File: src/rtl/core/dfs_pkg.sv
`timescale 1ns / 1ps
`default_nettype none
package dfs_pkg;
   localparam int MaxVerticesDefault = 64;
   localparam int MaxEdgesDefault = 256;
   localparam int VertexW = 6;
   localparam int CountW = 7;
   localparam logic CmdAddEdge = 1'b0;
   localparam logic CmdSort = 1'b1;

   typedef struct packed {
      logic [0:0] cmd;
      logic [VertexW-1:0] edge_src;
      logic [VertexW-1:0] edge_dst;
   } req_type;

   typedef struct packed {
      logic [VertexW-1:0] vertex;
      logic last;
      logic overflow;
   } rsp_type;
endpackage
`default_nettype wire

File: src/rtl/core/dfs_front.sv
`timescale 1ns / 1ps
`default_nettype none
// Two-entry command queue between the request port and the walker.
module dfs_front (
   input wire logic clock,
   input wire logic reset,
   input wire logic in_valid,
   output logic in_ready,
   input wire dfs_pkg::req_type in_data,
   output logic out_valid,
   input wire logic out_ready,
   output dfs_pkg::req_type out_data
);
   import dfs_pkg::*;
   req_type q_ff [2];
   logic rd_ff, wr_ff;
   logic [1:0] cnt_ff;
   logic push, pop;

   assign in_ready = (cnt_ff != 2'd2);
   assign out_valid = (cnt_ff != 2'd0);
   assign out_data = q_ff[rd_ff];
   assign push = in_valid && in_ready;
   assign pop = out_valid && out_ready;

   always_ff @(posedge clock) begin
      if (push) q_ff[wr_ff] <= in_data;
      if (reset) begin
         rd_ff <= 1'b0;
         wr_ff <= 1'b0;
         cnt_ff <= 2'd0;
      end else begin
         if (push) wr_ff <= ~wr_ff;
         if (pop) rd_ff <= ~rd_ff;
         cnt_ff <= cnt_ff + {1'b0, push} - {1'b0, pop};
      end
   end
endmodule
`default_nettype wire

File: config.mk
export PLATFORM = sky130hd
export DESIGN_NAME = dfs_front
export DESIGN_NICKNAME = d
export VERILOG_FILES = /design/src/rtl/core/dfs_pkg.sv /design/src/rtl/core/dfs_front.sv
export SDC_FILE = /design/constraint.sdc
export NUM_CORES = 1
export LEC_CHECK = 0
export ABC_AREA = 1
export CORE_ASPECT_RATIO = 0.8
export CORE_MARGIN = 4
export CORE_UTILIZATION = 51
export CTS_BUF_LIST = sky130_fd_sc_hd__clkbuf_8
export CTS_CLUSTER_SIZE = 20
export DETAILED_ROUTE_END_ITERATION = 8
export DONT_BUFFER_PORTS = 1
export GPL_ROUTABILITY_DRIVEN = 0
export PLACE_DENSITY = 0.66
export SETUP_SLACK_MARGIN = 0.3
export SLEW_MARGIN = 20
export SYNTH_ARGS = -nofsm -noshare
export SYNTH_HDL_FRONTEND = slang
export SYNTH_SLANG_ARGS = --single-unit
File: constraint.sdc
create_clock -name clock -period 3.5 [get_ports clock]
set_input_delay 0.7 -clock clock [delete_from_list [all_inputs] [get_ports clock]]
set_output_delay 0.7 -clock clock [all_outputs]
set_load 0.02 [all_outputs]
# After elaboration in Yosys (flattened, before gate mapping)
# Memory sizes are Yosys's and may differ from the RTL's. A register that Yosys moved wholly into a read port is not among the register bits.
# Cells that the tools add are included.
word_totals:
  elab_cells: 16
  n_memories: 1
  in_bits: 17
  mem_bits_rw: 26
  output_inout_bits: 15
  reg_bits: 4
memory_table:
  columns: ["memory", "depth", "word_bits", "rd", "rd_ports_with_merged_regs", "wr", "line_no", "rtl"]
  rows:
  - ["q_ff", 2, 13, 1, 1, 1, "dfs_front.sv:15", "req_type q_ff [2];"]
op_classes:
  n_addsub: 2
  n_reduce_logical: 3
  n_mux: 4
  n_eq_ne: 1
  bitwise: 2
ops:
  columns: ["operator", "count"]
  rows:
  - ["1-bit 2-to-1 mux", 4]
  - ["2-bit by 1-bit adder with 2-bit output", 1]
  - ["1-bit logical AND", 2]
  - ["2-bit inequality test (second input constant)", 1]
  - ["1-bit inverter", 2]
  - ["2-bit nonzero test", 1]
  - ["2-bit by 1-bit subtractor with 2-bit output", 1]

# Depth between registers and ports, before layout
# Gate-level depths: netlist of the first run.
depth:
  ltp_word: 4
  mapped_depth: 11
  depth_no_buf: 11

# Worst setup path after synthesis of the first run
# OpenSTA, ideal clock, no wires.
synth_timing:
  path_type: "input-to-reg"
  startpoint: "input port in_valid"
  endpoint: "memory q_ff[0][0] (netlist bit), enable pin"
  required_time_ns: 3.118
  cell_stages: 2
  path_buffers: 0
  arrival_ns: 1.348
  setup_ns: 0.382
  setup_slack_ns: 1.769
  path_cell_list: "nand2_1 nor2_1"
synth_between:
  elab_chain_cells: 3
synth_lines:
  columns: ["element", "line_no", "rtl"]
  rows:
  - ["start, declared", "dfs_front.sv:7", "input wire logic in_valid,"]
  - ["1-bit logical AND", "dfs_front.sv:23", "assign push = in_valid && in_ready;"]
  - ["1-bit 2-to-1 mux", "dfs_front.sv:27", "if (push) q_ff[wr_ff] <= in_data;"]
  - ["1-bit 2-to-1 mux (not written as such)", "dfs_front.sv:27", null]
  - ["end, declared", "dfs_front.sv:15", null]
# Every way passes these cells.

==> metrics, run 1 <==
status finished clean; clock-pin slew on the worst setup and hold paths 0.06 ns; EDFF count, synth 26; fill cell count 168; DR pass1 iterations 4; worst IR drop on VDD 0.4332 mV; worst-margin pin slew 0.7535 ns; share of cells above drive strength 1 0.2262; PortBufs 0; Max FO, Critical Path 13; leading area contributor after synthesis edfxtp_1; most common cell in the netlist edfxtp_1; Final Skew 0.006249 ns; sw frac 0.3179; RSZ-0062 raised after global routing false; core area 0.002215 mm^2; Residual DRC 0; vias in the first global route 594; Synth Area in Compound Gates 0.008205; CTS tree yes; antenna cells 0; CP bufs+invs 0; Vias 572; Crit Path Class reg -> out; CP top delay family flip-flops; period utilisation layout 0.6473; Post-Synth Simple-Gate Area 0.06462; latest clock arrival within the worst-skew pair 0.27 ns; Die Wd 62.68 um; multiplexer share of the synthesized area 0.1508; grt ovf 0; max-cap violation count 0; Final Max Slew Viols 0; Comb pwr share 0.264; r2r setup slk 1.81 ns; XOR/XNOR share of the synthesized area 0; Reg power frac 0.498; slowest stage delay, CP 0.81 ns; Req. time, crit path 2.80 ns; number of synthesized register bits 31; cts hold-fix bufs 0; Clock power frac 0.239; PwrDens 784.2 mW/mm^2; setup tns final 0 ns; largest family of logic cells by synthesized area multiplexers; CTS resizes 0; Syn. warnings 0; asr flop ratio synth 0; count of final setup violators 0; P_int 707.4 uW; Initial Utilization 0.5508; Setup Buffers After CTS 0; Wirelength per Cell 16.39 um; die height 51.75 um; CP max stage cell dfxtp_1; GRT Total Usage 0.1206; CTS root buffer clkbuf_8; startpoint class of the critical path flip-flop; Top Ports 32; P_leak 0.5214 nW; Routed WL 1.786 mm; Cell Area, Synth 0.001220 mm^2; antenna violations before repair 0; HPWL after DPL 1.197 mm; post-synth top area share 0.6400; clk sinks 31; register area share after synthesis 0.7221; nets 102; CP Cell Sequence mux2_2; vias per cell 5.248; final hold violations 0; Num CTS Buffers 5; Max Fclk 441.4 MHz; top cells by area, synth edfxtp_1, mux2_4, dfxtp_1; multi-input logic area 300.3 um^2; Sw Pwr 329.7 uW; Post-Syn Nets 96; die footprint 0.003243 mm^2; Area Overhead vs Synth 8.410%; Post-synth top cells edfxtp_1, mux2_4, nor2_1; Worst Setup End Kind output port; syn_area_per_cell 15.84 um^2; antenna viol nets, final 0; ys flop type edfxtp_1; first-pass GRT wire length 2.753 mm; Max clock buf depth 2; Synth Instances 77; # H-tree levels 2; max_slew headroom 0.4970; CP Data Arrival Time 1.57 ns; Hold Path Class in -> reg; Sequential cell area 880.8 um^2; # rows 15; largest net degree at the start of global routing 14; Tmin final 2.266 ns; Synth cell types 11; Post-Synth Adder-Cell Area 0.02051; drt initial violations 20; PnR Total Power 1.037 mW
[power groups by stage]
stage | logic [mW] | registers [mW] | clock network (mW)
after global placement | 0.272 | 0.522 | 0
after global routing | 0.300 | 0.527 | 0.269
after floorplan | 0.264 | 0.499 | 0
after detailed placement | 0.275 | 0.525 | 0
after CTS | 0.277 | 0.518 | 0.256
final | 0.273 | 0.516 | 0.248
[flip-flops by register name, summed over array words and instances (netlist names), named ones only]
| signal | flops |
|---|---|
| q_ff | 26 |
| rd_ff | 1 |
| cnt_ff | 2 |
| wr_ff | 1 |
[metal layers]
layer	part of all wire	global-route usage
met1	0.41	0.1243
met5	0	0
met4	0.012	0.04396
met3	0.11	0.09287
met2	0.47	0.1876
[kinds of logic after synthesis]
logic type	Yosys count
simple gates	20
compound gates	2
buf+inv	9
mux	13
flops	31
fa+ha+maj	2
[final cells by class]
cell class	count	share of cell area
clock buffers	5	0.05203
clock inverters	3	0.008515
inverters	8	0.02271
multi-input cells	37	0.2271
flip-flops and latches	31	0.6660
well taps	25	0.02365
[final timing paths]
kind	startpoint	endpoint	cells after the start
worst max-delay path	flip-flop	out_data[12]	1
worst min-delay path	reset	cnt_ff[0]$_SDFF_PP0_	1
worst max register to register	cnt_ff[0]$_SDFF_PP0_	q_ff[0][10]$_DFFE_PP_	4
worst min register to register	rd_ff$_SDFFE_PP0P_	flip-flop	2
[through the flow]
step / setup slack [ns] / hold WS, ns / area [um^2] / utilization / cells
floorplan: 1.769 / 0.4675 / 1220 / - / 77
global placement: 1.494 / 0.4904 / 1240 / 0.5599 / 101
detailed placement: 1.468 / 0.4992 / 1240 / 0.5599 / 101
CTS: 1.197 / 0.4879 / 1320 / 0.5960 / 109
global route: 1.133 / 0.4829 / 1323 / 0.5972 / 109
finish: 1.234 / 0.4968 / 1323 / 0.5972 / 109
[layout by cell type, fill, tap and decap left out, types with 2 or more instances in the layout]
cell type,instances
dfxtp_1,5
edfxtp_1,26
clkbuf_8,5
ha_1,2
nor2_1,8
a21oi_1,2
inv_1,11
mux2_2,3
nand3_1,3
nand2_1,8
mux2_4,10
Note: power is estimated with default switching activity, not from simulation.
==> run 2: changes to the inputs <==
--- a/config.mk
+++ b/config.mk
@@ -14,7 +14,7 @@
 export DETAILED_ROUTE_END_ITERATION = 8
 export DONT_BUFFER_PORTS = 1
 export GPL_ROUTABILITY_DRIVEN = 0
-export PLACE_DENSITY = 0.66
+export PLACE_DENSITY = 0.69
 export SETUP_SLACK_MARGIN = 0.3
 export SLEW_MARGIN = 20
 export SYNTH_ARGS = -nofsm -noshare
==> constraint.sdc (replaced) <==
create_clock -name clock -period 2 [get_ports clock]
set_input_delay 0.4 -clock clock [delete_from_list [all_inputs] [get_ports clock]]
set_output_delay 0.4 -clock clock [all_outputs]
set_load 0.02 [all_outputs]
==> run 2 against run 1 <==
  * Via count rose by 3.5%
  * First-iteration DRC count fell by 30%
  * Final cell count rose by 3.7%
  * Utilization rose by 2.0 points
  * Clock-buffer cell count rose by 1
  * Hold slack got worse by 0.32 ns
  * Global-route usage rose by 1.1 points
  * Largest power group unchanged
  * Highest routed layer unchanged
==> metrics, run 2 (synthesized netlist as in run 1, its figures left out) <==
number of flip-flops under the largest register name 26 (unchanged); Sw Pwr 596.7 uW (+81%); clk sinks 31 (unchanged); Num CTS Buffers 5 (unchanged); slowest stage delay, CP 0.41 ns (-0.40 ns); Top Registers q_ff: 26 flops, cnt_ff: 2 flops; worst-margin pin slew 0.5396 ns (-0.2139 ns); startpoint class of the critical path flip-flop; grt ovf 0 (unchanged); Crit Path Class reg -> out; core area 0.002215 mm^2 (unchanged); Top Ports 32 (unchanged); Final Max Slew Viols 0 (unchanged); vias per cell 5.239 (-0.17%); PwrDens 1391 mW/mm^2 (+77%); fill cell count 164 (-2.4%); setup slack after layout 0.4147 ns (-0.8197 ns); Max Fclk 630.8 MHz; # H-tree levels 2 (unchanged); pre-CTS WS 0.3330 ns (-1.134 ns); nets 106 (+3.9%); Reg power frac 0.457 (-0.041); P_int 1.306 mW (+85%); setup tns final 0 ns (unchanged); status finished clean; antenna violations before repair 0 (unchanged); die footprint 0.003243 mm^2 (unchanged); Tmin final 1.585 ns; Hold Path Class in -> reg; most frequent cells in the layout edfxtp_1, mux2_4, inv_1, nor2_1, nand2_1; worst IR drop on VDD 0.6955 mV (+61%); CTS root buffer clkbuf_8; Max clock buf depth 2 (unchanged); PnR Total Power 1.902 mW (+83%); Setup Buffers After CTS 0 (unchanged); Max FO, Critical Path 7 (-6); Residual DRC 0 (unchanged); Final Skew 0.007178 ns (+0.0009288 ns); largest net degree at the start of global routing 14 (unchanged); count of final setup violators 0 (unchanged); max_slew headroom 0.6399 (+0.1429); latest clock arrival within the worst-skew pair 0.28 ns (about the same); die height 51.75 um (unchanged); commonest non-fill, non-tap cell in the layout edfxtp_1; drt initial violations 14 (-30%); HPWL after DPL 1.244 mm (+4.0%); first-pass GRT wire length 2.932 mm (+6.5%); period utilisation layout 0.7926; Clock power frac 0.253 (+0.014); final hold violations 0 (unchanged); P_leak 0.5444 nW (+4.4%); CP Data Arrival Time 1.19 ns (-0.38 ns); Wirelength per Cell 15.33 um (-6.5%); antenna viol nets, final 0 (unchanged); Placed Instances 105 (+4.0%); Die Wd 62.68 um (unchanged); Area Overhead vs Synth 12.10%; # rows 15 (unchanged); PortBufs 0 (unchanged); share of cells above drive strength 1 0.2727 (+0.04654); CTS tree yes; Routed WL 1.732 mm (-3.0%); cts hold-fix bufs 0 (unchanged); sw frac 0.3137 (-0.004254); CP Cell Sequence buf_4 > mux2_2; Comb pwr share 0.290 (+0.026); clock-pin slew on the worst setup and hold paths 0.06 ns (about the same); non-filler cells in the finished layout 113 (+3.7%); DR pass1 iterations 4 (unchanged); CP max stage cell mux2_2; Initial Utilization 0.5508 (unchanged); RSZ-0062 raised after global routing false; max-cap violation count 0 (unchanged); GRT Total Usage 0.1311 (+0.01053); Vias 592 (+3.5%); antenna cells 0 (unchanged); Worst Setup End Kind output port; Req. time, crit path 1.60 ns (-1.20 ns); Biggest register q_ff; vias in the first global route 616 (+3.7%)
-- run 2: layer usage --
layer / vias up / part of all wire / GRT usage
li1: 288 / - / -
met1: 272 / 0.39 / 0.1380
met2: 26 / 0.47 / 0.1929
met3: 6 / 0.12 / 0.09287
met4: 0 / 0.023 / 0.07692
met5: - / 0 / 0
-- run 2: path summary, 6_finish.rpt --
kind                        startpoint              endpoint  slack [ns]  depth (start not counted)
hold / removal                   reset  cnt_ff[0]$_SDFF_PP0_        0.18                          1
setup reg to reg  cnt_ff[0]$_SDFF_PP0_  cnt_ff[1]$_SDFF_PP0_        0.47                         10
setup / recovery             flip-flop           out_data[0]        0.41                          2
hold reg to reg     rd_ff$_SDFFE_PP0P_    rd_ff$_SDFFE_PP0P_        0.51                          2
-- run 2: through the flow --
stage	hold slack, ns	area, um^2	util
CTS	0.1753	1360	0.6141
finish	0.1817	1368	0.6175
global placement	0.4727	1270	0.5734
floorplan	0.4675	1220	-
global route	0.1718	1368	0.6175
detailed placement	0.4744	1270	0.5734
-- run 2: power by group through the flow --
stage | clock network, mW | logic (mW) | registers [mW]
after floorplan | 0 | 0.462 | 0.874
after global placement | 0 | 0.539 | 0.875
after detailed placement | 0 | 0.550 | 0.880
after CTS | 0.493 | 0.552 | 0.866
after global routing | 0.532 | 0.613 | 0.883
final | 0.481 | 0.551 | 0.870
-- run 2: cell type report --
class | instances | area [um^2] | area share
sequential | 31 | 880.8 | 0.6441
inverter | 8 | 30.03 | 0.02196
timing repair buffer | 4 | 30.03 | 0.02196
clock inverter | 2 | 7.507 | 0.005489
tap | 25 | 31.28 | 0.02287
clock buffer | 6 | 82.58 | 0.06038
multi-input combinational | 37 | 305.3 | 0.2232
-- run 2: worst max-delay path: cells and delay by family (launching register included) --
family	cells	cell delay (ns)
multiplexers	1	0.41
flip-flops	1	0.33
buffers and inverters	1	0.17
-- run 2: repair_timing --
action / in CTS / in global routing
endpoints found under the hold margin: 0 / 0
resized for setup: 0 / 2
setup endpoints to repair: 0 / 14
==> run 3: changes to the inputs <==
--- a/config.mk
+++ b/config.mk
@@ -14,7 +14,7 @@
 export DETAILED_ROUTE_END_ITERATION = 8
 export DONT_BUFFER_PORTS = 1
 export GPL_ROUTABILITY_DRIVEN = 0
-export PLACE_DENSITY = 0.69
+export PLACE_DENSITY = 0.66
 export SETUP_SLACK_MARGIN = 0.3
 export SLEW_MARGIN = 20
 export SYNTH_ARGS = -nofsm -noshare
==> constraint.sdc (replaced) <==
create_clock -name clock -period 1.5 [get_ports clock]
set_input_delay 0.3 -clock clock [delete_from_list [all_inputs] [get_ports clock]]
set_output_delay 0.3 -clock clock [all_outputs]
set_load 0.02 [all_outputs]
==> run 3 against run 2 <==
  * Utilization up 5.8 points
  * Sequential power up 37%
  * Critical endpoint is now out_data[8]
  * Cell area up 9.3%
  * Critical path depth unchanged
==> metrics, run 3 (synthesized netlist as in run 1, its figures left out) <==
clk sinks 31 (unchanged); vias per cell 5.336 (+1.9%); multi-input logic area 375.4 um^2 (+23%); DR pass1 iterations 4 (unchanged); count of final setup violators 0 (unchanged); share of cells above drive strength 1 0.4835 (+0.2108); final hold violations 0 (unchanged); GRT Total Usage 0.1366 (+0.005454); setup tns final 0 ns (unchanged); Max FO, Critical Path 5 (-2); CTS tree yes; setup slack after layout 0.07139 ns (-0.3433 ns); status finished clean; fill cell count 149 (-9.1%); largest net degree at the start of global routing 14 (unchanged); most frequent cells in the layout edfxtp_1, mux2_4, nor2_1, buf_6, clkbuf_8; Hold Path Class in -> reg; CTS root buffer clkbuf_8; antenna violations before repair 0 (unchanged); startpoint class of the critical path flip-flop; HPWL after DPL 1.156 mm (-7.1%); first-pass GRT wire length 3.022 mm (+3.1%); hold_ws 0.07726 ns (-0.1044 ns); Max Fclk 700.0 MHz; Comb pwr share 0.362 (+0.072); Biggest register q_ff; CP Data Arrival Time 1.13 ns (-0.06 ns); Final Skew 0.004825 ns (-0.002353 ns); max_slew headroom 0.8868 (+0.2470); core area 0.002215 mm^2 (unchanged); latest clock arrival within the worst-skew pair 0.28 ns (about the same); Clock power frac 0.210 (-0.043); Area Overhead vs Synth 22.56%; P_leak 0.5744 nW (+5.5%); drt initial violations 13 (-1); Sequential cell area 889.6 um^2 (+0.99%); cts hold-fix bufs 0 (unchanged); vias in the first global route 654 (+6.2%); Die Wd 62.68 um (unchanged); antenna cells 0 (unchanged); antenna viol nets, final 0 (unchanged); # H-tree levels 2 (unchanged); P_int 1.875 mW (+44%); Wirelength per Cell 16.57 um (+8.1%); Residual DRC 0 (unchanged); Vias 619 (+4.6%); worst IR drop on VDD 0.9532 mV (+37%); pre-CTS WS 0.07275 ns (-0.2603 ns); Max clock buf depth 2 (unchanged); placed instance area 0.001300 mm^2 (+2.4%); PwrDens 1860 mW/mm^2 (+34%); post-route cell area 0.001495 mm^2 (+9.3%); Reg power frac 0.428 (-0.029); die height 51.75 um (unchanged); # rows 15 (unchanged); number of flip-flops under the largest register name 26 (unchanged); Routed WL 1.922 mm (+11%); Crit Path Class reg -> out; Top Registers q_ff: 26 flops, cnt_ff: 2 flops; Initial Utilization 0.5508 (unchanged); clock-pin slew on the worst setup and hold paths 0.06 ns (about the same); PortBufs 0 (unchanged); commonest non-fill, non-tap cell in the layout edfxtp_1; grt ovf 0 (unchanged); die footprint 0.003243 mm^2 (unchanged); nets 110 (+3.8%); Req. time, crit path 1.20 ns (-0.40 ns); Worst Setup End Kind output port; worst-margin pin slew 0.1693 ns (-0.3703 ns); Num CTS Buffers 5 (unchanged); Sw Pwr 905.6 uW (+52%); Final Max Slew Viols 0 (unchanged); Tmin final 1.429 ns; Top Ports 32 (unchanged); RSZ-0062 raised after global routing true; period utilisation layout 0.9524; sw frac 0.3257 (+0.01202); max-cap violation count 0 (unchanged)
## run 3: layout make-up
type,count,share of cell area
Timing Repair Buffer,8,0.05774
Inverter,8,0.02343
Multi-Input combinational cell,37,0.2510
Clock buffer,5,0.04603
Sequential cell,31,0.5950
Clock inverter,2,0.005858
Tap cell,25,0.02092
## run 3: per-stage QoR
stage / power [mW] / utilization / instances
final: 2.781 / 0.6751 / 116
after global routing: 2.932 / 0.6751 / 116
after CTS: 2.769 / 0.6689 / 116
after detailed placement: 1.975 / 0.5870 / 104
after global placement: 1.959 / 0.5870 / 104
after floorplan: 1.857 / - / 77
## run 3: metal layers
layer  track usage  part of all wire
met1        0.1285              0.39
met2        0.2195              0.50
met3       0.09935             0.099
met4       0.07692            0.0062
met5             0                 0
## run 3: worst paths after layout
path	from	end	slack (ns)	cells after the start
min reg2reg	rd_ff$_SDFFE_PP0P_	rd_ff$_SDFFE_PP0P_	0.53	2
max reg2reg	cnt_ff[0]$_SDFF_PP0_	cnt_ff[1]$_SDFF_PP0_	0.10	10
min	reset	cnt_ff[0]$_SDFF_PP0_	0.08	1
max	flip-flop	out_data[8]	0.07	2
## run 3: worst max-delay path, cell delays in order, from the launching register on
cell	delay, ns
dfxtp_4	0.37
buf_6	0.14
mux2_4	0.34
## run 3: what timing repair did
item	in CTS	in global routing
pin swaps	7	3
setup endpoints to repair	42	42
gates cloned	2	0
hold endpoints to repair	0	0
buffers inserted	3	0
resized for setup	21	4
## run 3: power groups by stage
stage	logic [mW]	registers, mW	clock network [mW]
2_1_floorplan	0.677	1.18	0
5_1_grt	1.08	1.21	0.640
3_5_place_dp	0.786	1.19	0
4_1_cts	0.971	1.19	0.610
3_3_place_gp	0.779	1.18	0
6_report	1.01	1.19	0.583
